## config.mk

```make
export PLATFORM = sky130hd
export DESIGN_NAME = latency_statistics_tracker_flat
export DESIGN_NICKNAME = d
export VERILOG_FILES = /design/src/lst_pkg.sv /design/src/lst_if.sv /design/src/lst_skid.sv /design/src/lst_front.sv /design/src/lst_back.sv /design/src/latency_statistics_tracker.sv /design/src/flat_wrapper.sv
export SDC_FILE = /design/constraint.sdc
export NUM_CORES = 2
export LEC_CHECK = 0
export ABC_AREA = 0
export BUFFER_PORTS_ARGS = -buffer_cell sky130_fd_sc_hd__buf_2
export CAP_MARGIN = 30
export CELL_PAD_IN_SITES_DETAIL_PLACEMENT = 2
export CELL_PAD_IN_SITES_GLOBAL_PLACEMENT = 2
export CORE_MARGIN = 4
export CORE_UTILIZATION = 43
export CTS_CLUSTER_SIZE = 40
export DETAILED_ROUTE_END_ITERATION = 6
export GPL_TIMING_DRIVEN = 1
export HOLD_SLACK_MARGIN = 0.02
export PLACE_DENSITY = 0.83
export RECOVER_POWER = 50
export SLEW_MARGIN = 20
export SYNTH_ARGS = -nofsm -noshare
export SYNTH_HDL_FRONTEND = slang
export SYNTH_SLANG_ARGS = --single-unit
```

## constraint.sdc

```tcl
create_clock -name i_clk -period 21 [get_ports i_clk]
set_clock_uncertainty 0.15 [all_clocks]
set_input_delay 6.3 -clock i_clk [delete_from_list [all_inputs] [get_ports i_clk]]
set_output_delay 6.3 -clock i_clk [all_outputs]
set_load 0.02 [all_outputs]
```

## src/lst_pkg.sv

```systemverilog
// ----------------------------------------------------------------------------
// lst_pkg - latency statistics tracker shared definitions
// Widths, word types and stage records used across the tracker files.
// ----------------------------------------------------------------------------
package lst_pkg;

    localparam int LAT_W   = 30;              // latency / average / min / max
    localparam int CNT_W   = 16;              // sample count and target
    localparam int VAR_W   = 32;              // variance estimate
    localparam int ERR_W   = 30;              // signed error, |err| <= 2^29
    localparam int PROD_W  = 2 * ERR_W;       // full signed product
    localparam int SQ_W    = 2 * ERR_W - 2;   // err^2 < 2^58
    localparam int SUM_W   = SQ_W + 1;        // var + err^2

    // Words in flight: skid (2) + front stage + square stage + result.
    localparam int PIPE_WORDS = 5;
    localparam int OUTST_W    = $clog2(PIPE_WORDS + 1);

    typedef logic [LAT_W-1:0]        t_lat;
    typedef logic [CNT_W-1:0]        t_cnt;
    typedef logic [VAR_W-1:0]        t_var;
    typedef logic signed [ERR_W-1:0] t_err;
    typedef logic [SQ_W-1:0]         t_sq;

    localparam t_lat LAT_ONES = '1;

    typedef struct packed {
        logic edge_seen;
        t_lat latency_ns;
    } t_in_word;

    // Record handed from the front (count/avg/min/max) stage to the back end.
    typedef struct packed {
        logic done_res;
        logic sample;
        t_cnt count;
        t_lat avg_ns;
        t_lat min_ns;
        t_lat max_ns;
        t_err err;
    } t_front_word;

    typedef struct packed {
        logic done_res;
        logic rearm;
        t_cnt sample_count;
        t_lat average_ns;
        t_var variance_est;
        t_lat minimum_ns;
        t_lat maximum_ns;
    } t_result;

endpackage

```

## src/lst_if.sv

```systemverilog
// ----------------------------------------------------------------------------
// lst_if - tracker channel interfaces
// Valid/ready channels for tick words in and statistics words out.
// ----------------------------------------------------------------------------
interface lst_in_if;
    logic           valid;
    logic           ready;
    logic           edge_seen;
    lst_pkg::t_lat  latency_ns;

    modport source (output valid, edge_seen, latency_ns, input ready);
    modport sink   (input valid, edge_seen, latency_ns, output ready);
endinterface

interface lst_out_if;
    logic           valid;
    logic           ready;
    logic           done_res;
    logic           rearm;
    lst_pkg::t_cnt  sample_count;
    lst_pkg::t_lat  average_ns;
    lst_pkg::t_var  variance_est;
    lst_pkg::t_lat  minimum_ns;
    lst_pkg::t_lat  maximum_ns;

    modport source (output valid, done_res, rearm, sample_count, average_ns,
                    variance_est, minimum_ns, maximum_ns, input ready);
    modport sink   (input valid, done_res, rearm, sample_count, average_ns,
                    variance_est, minimum_ns, maximum_ns, output ready);
endinterface

```

## src/lst_skid.sv

```systemverilog
// ----------------------------------------------------------------------------
// lst_skid - input register with skid slot
// Two-entry buffer; ready toward the source comes straight from a flop.
// ----------------------------------------------------------------------------
module lst_skid (
    input  logic              i_clk,
    input  logic              i_rst_n,
    lst_in_if.sink            i_in,
    input  logic              i_ready,
    output logic              o_valid,
    output lst_pkg::t_in_word o_word
);

    logic              r_main_valid;
    logic              r_skid_valid;
    lst_pkg::t_in_word r_main;
    lst_pkg::t_in_word r_skid;
    lst_pkg::t_in_word in_word;
    logic              acc;
    logic              load;

    assign in_word.edge_seen  = i_in.edge_seen;
    assign in_word.latency_ns = i_in.latency_ns;

    assign i_in.ready = !r_skid_valid;
    assign acc        = i_in.valid && !r_skid_valid;
    assign load       = !r_main_valid || i_ready;   // main slot empty or leaving

    always_ff @(posedge i_clk) begin
        if (!i_rst_n) begin
            r_main_valid <= 1'b0;
            r_skid_valid <= 1'b0;
        end else if (load) begin
            r_main_valid <= r_skid_valid || acc;
            r_skid_valid <= 1'b0;
        end else if (acc) begin
            r_skid_valid <= 1'b1;
        end
    end

    always_ff @(posedge i_clk) begin
        if (load) begin
            r_main <= r_skid_valid ? r_skid : in_word;
        end
        if (!load && acc) begin
            r_skid <= in_word;
        end
    end

    assign o_valid = r_main_valid;
    assign o_word  = r_main;

endmodule

```

## src/lst_front.sv

```systemverilog
// ----------------------------------------------------------------------------
// lst_front - count, average, min and max update
// Holds the target and the running state; emits the halved error for squaring.
// ----------------------------------------------------------------------------
module lst_front (
    input  logic                 i_clk,
    input  logic                 i_rst_n,
    input  logic                 i_cfg_wr_en,
    input  lst_pkg::t_cnt        i_cfg_wr_data,
    input  logic                 i_valid,
    input  lst_pkg::t_in_word    i_word,
    input  logic                 i_adv,
    output logic                 o_valid,
    output lst_pkg::t_front_word o_word
);

    lst_pkg::t_cnt        r_target;
    lst_pkg::t_cnt        r_count;
    lst_pkg::t_lat        r_avg;
    lst_pkg::t_lat        r_min;
    lst_pkg::t_lat        r_max;
    logic                 r_valid;
    lst_pkg::t_front_word r_word;

    logic                   done;
    logic                   take;
    lst_pkg::t_lat          s;
    logic [lst_pkg::LAT_W:0] avg_sum;
    logic [lst_pkg::LAT_W:0] diff;
    lst_pkg::t_cnt          n_count;
    lst_pkg::t_lat          n_avg;
    lst_pkg::t_lat          n_min;
    lst_pkg::t_lat          n_max;
    lst_pkg::t_err          n_err;
    lst_pkg::t_front_word   n_word;

    always_comb begin
        s       = i_word.latency_ns;
        done    = (r_count == r_target);
        take    = i_valid && i_adv && !done && i_word.edge_seen;
        avg_sum = {1'b0, s} + {1'b0, r_avg};
        diff    = {1'b0, r_avg} - {1'b0, s};
        n_count = r_count + lst_pkg::t_cnt'(1);
        // Empty average takes the sample as is; error is then zero.
        n_avg   = (r_avg == '0) ? s : avg_sum[lst_pkg::LAT_W:1];
        // new_avg - s == floor((avg - s) / 2)
        n_err   = (r_avg == '0) ? '0 : $signed(diff[lst_pkg::LAT_W:1]);
        n_min   = (s < r_min) ? s : r_min;
        n_max   = (s > r_max) ? s : r_max;

        n_word.done_res = done;
        n_word.sample   = take;
        n_word.count    = take ? n_count : r_count;
        n_word.avg_ns   = take ? n_avg   : r_avg;
        n_word.min_ns   = take ? n_min   : r_min;
        n_word.max_ns   = take ? n_max   : r_max;
        n_word.err      = n_err;
    end

    always_ff @(posedge i_clk) begin
        if (!i_rst_n) begin
            r_target <= '0;
            r_count  <= '0;
            r_avg    <= '0;
            r_min    <= lst_pkg::LAT_ONES;
            r_max    <= '0;
            r_valid  <= 1'b0;
        end else begin
            if (i_cfg_wr_en) begin
                r_target <= i_cfg_wr_data;
            end
            if (take) begin
                r_count <= n_count;
                r_avg   <= n_avg;
                r_min   <= n_min;
                r_max   <= n_max;
            end
            if (i_adv) begin
                r_valid <= i_valid;
            end
        end
    end

    always_ff @(posedge i_clk) begin
        if (i_adv) begin
            r_word <= n_word;
        end
    end

    assign o_valid = r_valid;
    assign o_word  = r_word;

endmodule

```

## src/lst_back.sv

```systemverilog
// ----------------------------------------------------------------------------
// lst_back - error square, variance update and result register
// One multiply stage, then the halving variance add into the result word.
// ----------------------------------------------------------------------------
module lst_back (
    input  logic                 i_clk,
    input  logic                 i_rst_n,
    input  logic                 i_adv,
    input  logic                 i_valid,
    input  lst_pkg::t_front_word i_word,
    output logic                 o_valid,
    output lst_pkg::t_result     o_res
);

    logic                    r_p2_valid;
    lst_pkg::t_front_word    r_p2_word;
    lst_pkg::t_sq            r_sq;
    lst_pkg::t_var           r_var;
    logic                    r_res_valid;
    lst_pkg::t_result        r_res;

    logic signed [lst_pkg::PROD_W-1:0] prod;
    logic [lst_pkg::SUM_W-1:0]         var_sum;
    lst_pkg::t_var                     n_var;
    logic                              var_upd;
    lst_pkg::t_result                  n_res;

    always_comb begin
        prod    = i_word.err * i_word.err;
        var_sum = lst_pkg::SUM_W'(r_var) + lst_pkg::SUM_W'(r_sq);
        var_upd = r_p2_valid && r_p2_word.sample;
        n_var   = var_upd ? var_sum[lst_pkg::VAR_W:1] : r_var;

        n_res.done_res     = r_p2_word.done_res;
        n_res.rearm        = !r_p2_word.done_res;
        n_res.sample_count = r_p2_word.count;
        n_res.average_ns   = r_p2_word.avg_ns;
        n_res.variance_est = n_var;
        n_res.minimum_ns   = r_p2_word.min_ns;
        n_res.maximum_ns   = r_p2_word.max_ns;
    end

    always_ff @(posedge i_clk) begin
        if (!i_rst_n) begin
            r_p2_valid  <= 1'b0;
            r_res_valid <= 1'b0;
            r_var       <= '0;
        end else if (i_adv) begin
            r_p2_valid  <= i_valid;
            r_res_valid <= r_p2_valid;
            r_var       <= n_var;
        end
    end

    always_ff @(posedge i_clk) begin
        if (i_adv) begin
            r_p2_word <= i_word;
            r_sq      <= prod[lst_pkg::SQ_W-1:0];
            r_res     <= n_res;
        end
    end

    assign o_valid = r_res_valid;
    assign o_res   = r_res;

endmodule

```

## src/latency_statistics_tracker.sv

```systemverilog
// ----------------------------------------------------------------------------
// latency_statistics_tracker - running latency statistics
// Per tick: sample count, halving average, halving variance, min and max.
// ----------------------------------------------------------------------------
//
//  channel   dir  handshake          word
//  --------  ---  -----------------  ----------------------------------------
//  i_in      in   valid/ready        edge_seen, latency_ns
//  o_out     out  valid/ready        done_res, rearm, sample_count, average_ns,
//                                    variance_est, minimum_ns, maximum_ns
//  i_cfg_*   in   write enable only  sample_target (16 bit)
//
//  One word per cycle while o_out.ready stays high; a result passes through
//  the skid register, the count/avg/min/max stage, the square stage and the
//  variance add into the result register.
//  Reset (i_rst_n low, synchronous) empties the pipe and restores the
//  statistics: count, average, variance and max to zero, min to all ones.
//  A stalled output freezes every stage; the skid slot still takes one more
//  word, so i_in.ready is a flop and never waits on o_out.ready directly.
//
module latency_statistics_tracker (
    input  logic          i_clk,
    input  logic          i_rst_n,
    input  logic          i_cfg_wr_en,
    input  lst_pkg::t_cnt i_cfg_wr_data,
    lst_in_if.sink        i_in,
    lst_out_if.source     o_out
);

    // Pipe advance: the result slot is free or being taken this cycle.
    logic                 adv;
    logic                 skid_valid;
    lst_pkg::t_in_word    skid_word;
    logic                 front_valid;
    lst_pkg::t_front_word front_word;
    logic                 res_valid;
    lst_pkg::t_result     res;

    assign adv = !res_valid || o_out.ready;

    // Input register with one spare slot.
    lst_skid u_skid (
        .i_clk   (i_clk),
        .i_rst_n (i_rst_n),
        .i_in    (i_in),
        .i_ready (adv),
        .o_valid (skid_valid),
        .o_word  (skid_word)
    );

    // Done check against the target; count/avg/min/max update; halved error.
    lst_front u_front (
        .i_clk         (i_clk),
        .i_rst_n       (i_rst_n),
        .i_cfg_wr_en   (i_cfg_wr_en),
        .i_cfg_wr_data (i_cfg_wr_data),
        .i_valid       (skid_valid),
        .i_word        (skid_word),
        .i_adv         (adv),
        .o_valid       (front_valid),
        .o_word        (front_word)
    );

    // err^2 register, then (var + err^2) / 2 into the result word.
    lst_back u_back (
        .i_clk   (i_clk),
        .i_rst_n (i_rst_n),
        .i_adv   (adv),
        .i_valid (front_valid),
        .i_word  (front_word),
        .o_valid (res_valid),
        .o_res   (res)
    );

    assign o_out.valid        = res_valid;
    assign o_out.done_res     = res.done_res;
    assign o_out.rearm        = res.rearm;
    assign o_out.sample_count = res.sample_count;
    assign o_out.average_ns   = res.average_ns;
    assign o_out.variance_est = res.variance_est;
    assign o_out.minimum_ns   = res.minimum_ns;
    assign o_out.maximum_ns   = res.maximum_ns;

endmodule

```

## src/flat_wrapper.sv

```systemverilog
// flat-port wrapper written by rule: the top's interface ports become plain ports
module latency_statistics_tracker_flat 
  (i_clk, i_rst_n, i_cfg_wr_en, i_cfg_wr_data, i_in_valid, i_in_edge_seen, i_in_latency_ns, i_in_ready, o_out_valid, o_out_done_res, o_out_rearm, o_out_sample_count, o_out_average_ns, o_out_variance_est, o_out_minimum_ns, o_out_maximum_ns, o_out_ready);
  lst_in_if i_in_i ();
  lst_out_if o_out_i ();
  input  logic i_clk;
  input  logic i_rst_n;
  input  logic i_cfg_wr_en;
  input  lst_pkg::t_cnt i_cfg_wr_data;
  input wire logic [$bits(i_in_i.valid)-1:0] i_in_valid;
  input wire logic [$bits(i_in_i.edge_seen)-1:0] i_in_edge_seen;
  input wire logic [$bits(i_in_i.latency_ns)-1:0] i_in_latency_ns;
  output wire logic [$bits(i_in_i.ready)-1:0] i_in_ready;
  output wire logic [$bits(o_out_i.valid)-1:0] o_out_valid;
  output wire logic [$bits(o_out_i.done_res)-1:0] o_out_done_res;
  output wire logic [$bits(o_out_i.rearm)-1:0] o_out_rearm;
  output wire logic [$bits(o_out_i.sample_count)-1:0] o_out_sample_count;
  output wire logic [$bits(o_out_i.average_ns)-1:0] o_out_average_ns;
  output wire logic [$bits(o_out_i.variance_est)-1:0] o_out_variance_est;
  output wire logic [$bits(o_out_i.minimum_ns)-1:0] o_out_minimum_ns;
  output wire logic [$bits(o_out_i.maximum_ns)-1:0] o_out_maximum_ns;
  input wire logic [$bits(o_out_i.ready)-1:0] o_out_ready;
  assign i_in_i.valid = i_in_valid;
  assign i_in_i.edge_seen = i_in_edge_seen;
  assign i_in_i.latency_ns = i_in_latency_ns;
  assign i_in_ready = i_in_i.ready;
  assign o_out_valid = o_out_i.valid;
  assign o_out_done_res = o_out_i.done_res;
  assign o_out_rearm = o_out_i.rearm;
  assign o_out_sample_count = o_out_i.sample_count;
  assign o_out_average_ns = o_out_i.average_ns;
  assign o_out_variance_est = o_out_i.variance_est;
  assign o_out_minimum_ns = o_out_i.minimum_ns;
  assign o_out_maximum_ns = o_out_i.maximum_ns;
  assign o_out_i.ready = o_out_ready;
  latency_statistics_tracker u_core (.i_clk(i_clk), .i_rst_n(i_rst_n), .i_cfg_wr_en(i_cfg_wr_en), .i_cfg_wr_data(i_cfg_wr_data), .i_in(i_in_i), .o_out(o_out_i));
endmodule
```

Word-level counts from Yosys, hierarchy flattened:

Index checks and enable logic that the tools add are counted.

* logic and storage cells: 71
* input port bits: 52
* register bits after elaboration: 640
* output and inout port bits: 142

* magnitude comparators: 2
* multiplexer cells: 9
* bitwise logic cells: 1
* equality and inequality tests: 1
* reduce and logical (&&, ||, !) cells: 17
* multiply operators: 1
* add/subtract/negate cells: 4

Operators with widths (count)
* $mux 30: 6
* $add 32x33->33: 1
* $mul 30x30->33: 1
* $mux 32: 1
* $add 30x30->31: 1
* $mux 31: 1
* $sub 30x30->31: 1
* $gt 30x30->1: 1
* $logic_not 30->1: 1
* $lt 30x30->1: 1
* $add 16x1->16 const B: 1
* $eq 16x16->1: 1
* $mux 16: 1
* $logic_and 1x1->1: 6
* $logic_not 1->1: 6
* $logic_or 1x1->1: 3
* $reduce_or 2->1: 1
* $not 1->1: 1

Logic depth before layout (Yosys ltp):

* depth after elaboration: 6
* gate-level depth with buffers: 29
* depth with buffers taken out: 28

Cells and area by module:

From an unflattened synthesis, not the netlist that was laid out.

* cells, all modules: 3975
* area, all modules: 43899.6 µm²

Modules (own cells, without submodules)
* lst_back: times used 1, seq. area each 9088.7 µm², cells each 2417, area each 26908.3 µm²
* lst_front: times used 1, seq. area each 6606.3 µm², cells each 1452, area each 14517.7 µm²
* lst_skid: times used 1, seq. area each 1901.8 µm², cells each 105, area each 2467.4 µm²
* latency_statistics_tracker: times used 1, seq. area each 0.0 µm², cells each 1, area each 6.3 µm²

Worst setup path after synthesis:

Ideal clock, no wire load.

* path kind: input -> register
* from: input port o_out_ready
* to: register u_core.u_back.r_p2_word, in the netlist u_core.u_back.n_res[0], enable pin
* required time: 19.907 ns
* buffers on the path: 3
* arrival: 18.263 ns
* slack: 1.644 ns
* cell stages on the path: 5
* setup time: 0.943 ns
* path through: nor2b_1 > clkbuf_1 > inv_1 > clkbuf_1 > buf_1

* word-level cells in the longest chain between the ends: 1

RTL lines
* start, declared: RTL line flat_wrapper.sv:22 `input wire logic [$bits(o_out_i.ready)-1:0] o_out_ready;`
* $logic_or 1x1->1: RTL line latency_statistics_tracker.sv:39 `assign adv = !res_valid || o_out.ready;`
* via u_core.adv: RTL line latency_statistics_tracker.sv:31 `logic adv;`
* end signal, assigned: RTL line lst_back.sv:57 `r_p2_word <= i_word;`
* end, declared: RTL line lst_back.sv:16 `lst_pkg::t_front_word r_p2_word;`

The timed path passes the listed nets, and every way through them passes these cells.
A chain may end at the register's enable or synchronous reset.

==> summary.txt <==
Synthesis
  – Number of flops mapped to enable cells by yosys: 480
  – Synth area leaders: edfxtp_1 (34%), fa_1 (19%), ha_1 (8.8%)
  – Synth Net Count: 4479
  – Syn. warnings: 0
  – Yosys reg bits: 639
  – Synthesized cell area: 42200 um2
  – Number of distinct library cells after synthesis: 81
  – Mean Syn Cell Area: 11.3 um2
  – Synth Flop Type: edfxtp_1
  – Top cell type's share of synthesized area: 34.2%
  – Seq/Total Area, Yosys: 41.7%
  – Post-synth ARST share: 0%
  – Synth area leader: edfxtp_1
  – Syn Inst Count: 3731

STA
  – Final Cycle Share: 70.5%
  – Slew Limit Headroom: -170%
  – Worst-margin pin slew: 4030 ps
  – Worst setup margin: 6200 ps
  – Pins Over Slew Limit: 306
  – RSZ-0062 raised after global routing: no
  – Max frequency: 67.6 MHz
  – Final setup fails: 0
  – Total negative setup slack: 0 ps
  – Final hold violations: 0
  – Minimum clock period: 14800 ps
  – WHS: 251 ps

Route
  – Total number of vias: 28757
  – Routed Wire Length: 143000 um
  – Drt via density: 5.48
  – DRT Pass-1 Iters: 5
  – DRC: 0
  – Routed length per instance: 27.2 um
  – Iteration-0 DRC Markers: 1928
  – Post-route antenna net violation count: 0

Critical path
  – CP startpoint kind: input pin
  – Critical path arrival: 15180 ps
  – Required @ worst endpoint: 21380 ps
  – Worst-path fanout max: 95
  – Crit. End Element: flop
  – Crit Path Class: input pin to flop

Global route
  – Grt total ovfl: 0
  – Largest net degree at the start of global routing: 137
  – Number of antenna violations at the first check in global routing: 1
  – Vias in the first global route: 34369
  – Total GRT Usage: 27.7%
  – First-pass GRT wire length: 216000 um

Run status
  – Status: complete, but fails checks
  – Failing checks: max-capacitance violations, max-slew violations

Die
  – Die area: 103000 um2
  – Die Height: 321 um
  – Rows: 114
  – Core Region: 97000 um2
  – Initial Util: 43.5%
  – Chip width: 321 um
  – I/O Pins: 194

Clocking
  – Clock root cell: clkbuf_16
  – CTS Hold Bufs: 0
  – CTS tree: built
  – Worst-path clk slew: 60 ps
  – Resized cells post-CTS: 0
  – Clock sink count: 639
  – H-tree levels: 3
  – Post-CTS setup buffer count: 0
  – Clk_lat worst skew: 680 ps
  – Clock buffer depth: 3
  – CTS Buf Count: 73

Placement
  – Detailed-placement wirelength estimate: 99700 um
  – Port bufs: 193
  – RePlAce Congestion: 0.830
  – DP Worst Slack: 10400 ps

Final layout
  – Post-layout util: 48.3%
  – Layout cells sized above 1: 6.04%
  – Most frequent cells in the layout: inv_1 (705), edfxtp_1 (480), fa_1 (400)
  – Area of the multi-input gates: 21500 um2
  – FILL cells: 9763
  – Area growth syn-to-layout: 11.0%
  – Flip-flop and latch area: 17600 um2
  – Nets: 4661
  – Commonest non-fill, non-tap cell in the layout: inv_1

Run
  – Max Cap Viol: 7

Hold path
  – Hold WC Path Type: flop to flop
==> cell usage after synthesis, types with 10 or more instances <==
master,n
a211oi_1,13
a21o_1,50
a21oi_1,140
a31oi_1,17
and2_1,208
and3_1,14
clkbuf_1,100
dfxtp_1,159
edfxtp_1,480
fa_1,400
ha_1,296
inv_1,706
mux2_2,45
mux2i_1,80
nand2_1,275
nand2b_1,19
nand3_1,30
nand4_1,27
nor2_1,142
nor2b_1,19
nor3_1,30
nor4_1,16
o21a_1,17
o21ai_0,95
o21bai_1,19
o31ai_1,10
or2_1,32
xnor2_1,126
xor2_1,36
==> metal layers <==
metal	vias up	routed length, um	GRT usage [%]
met5	-	11	0
met4	2	6950	12.0
met3	355	5130	3.67
met2	796	77900	53.3
met1	15098	52800	30.4
li1	12506	-	-
==> worst max-delay path, stage by stage <==
cell and delay (ps):
clkbuf_1 100, nor2b_2 110, clkbuf_1 1090, clkinvlp_2 3830
nand3_1 910, or2_2 710, buf_4 530, inv_2 260
o21ai_0 270, a31oi_4 60, buf_4 350, mux2_2 370
and2_1 170
==> layout make-up <==
cell class	count	area share (%)
clock inverter	36	1.00
antenna	1	0.00535
clock buffer	98	4.25
inverter	708	5.68
timing repair buffer	227	2.22
tap	1276	3.41
sequential	639	37.6
multi-input combinational	2264	45.8
==> state kept, by name, summed over array words and instances (netlist names) <==
register	count
u_core.u_skid.r_skid_valid	1
u_core.u_back.r_sq	32
u_core.u_skid.o_valid	1
u_core.u_front.r_min	30
u_core.u_back.r_var	32
u_core.u_front.r_avg	30
u_core.u_back.n_res	107
u_core.u_front.r_target	16
u_core.u_front.o_valid	1
u_core.u_skid.o_word	31
u_core.u_back.o_valid	1
u_core.u_front.r_max	30
u_core.u_back.o_res	140
u_core.u_back.r_p2_word	1
u_core.u_skid.r_skid	31
u_core.u_front.o_word	138
u_core.u_back.r_p2_valid	1
u_core.u_front.r_count	16
==> through the flow <==
stage | cells | cell area, um2
6_report | 5249 | 46800
3_3_place_gp | 5112 | 44600
3_5_place_dp | 5114 | 44600
2_1_floorplan | 3731 | 42200
4_1_cts | 5248 | 47100
5_1_grt | 5248 | 46800
==> final timing paths <==
kind,start,endpoint,slack [ps],depth (start not counted)
worst min-delay path,u_core.u_front.o_word[131]$_DFFE_PP_,u_core.u_back.n_res[133]$_DFFE_PP_,250,0
worst max-delay path,o_out_ready,u_core.u_front.r_max[0]$_SDFF_PN0_,6200,13
worst max register to register,u_core.u_back.o_valid$_SDFFE_PN0P_,u_core.u_front.r_max[0]$_SDFF_PN0_,11580,12
worst min register to register,u_core.u_front.o_word[131]$_DFFE_PP_,u_core.u_back.n_res[133]$_DFFE_PP_,250,0
==> cell families (layout without fill, tap and decap cells) <==
group,after synthesis,in the layout,share of synthesized area [%]
other cells,0,1,0
flops,639,639,41.7
buf+inv,828,1069,7.48
fa+ha+maj,696,696,27.8
simple gates,843,843,9.91
xor+xnor,162,162,3.36
compound gates,438,438,6.69
mux,125,125,3.10
Power is left out: the tool's default activity adds up to more than one toggle a clock period on the data nets, which glitch-free logic cannot reach.
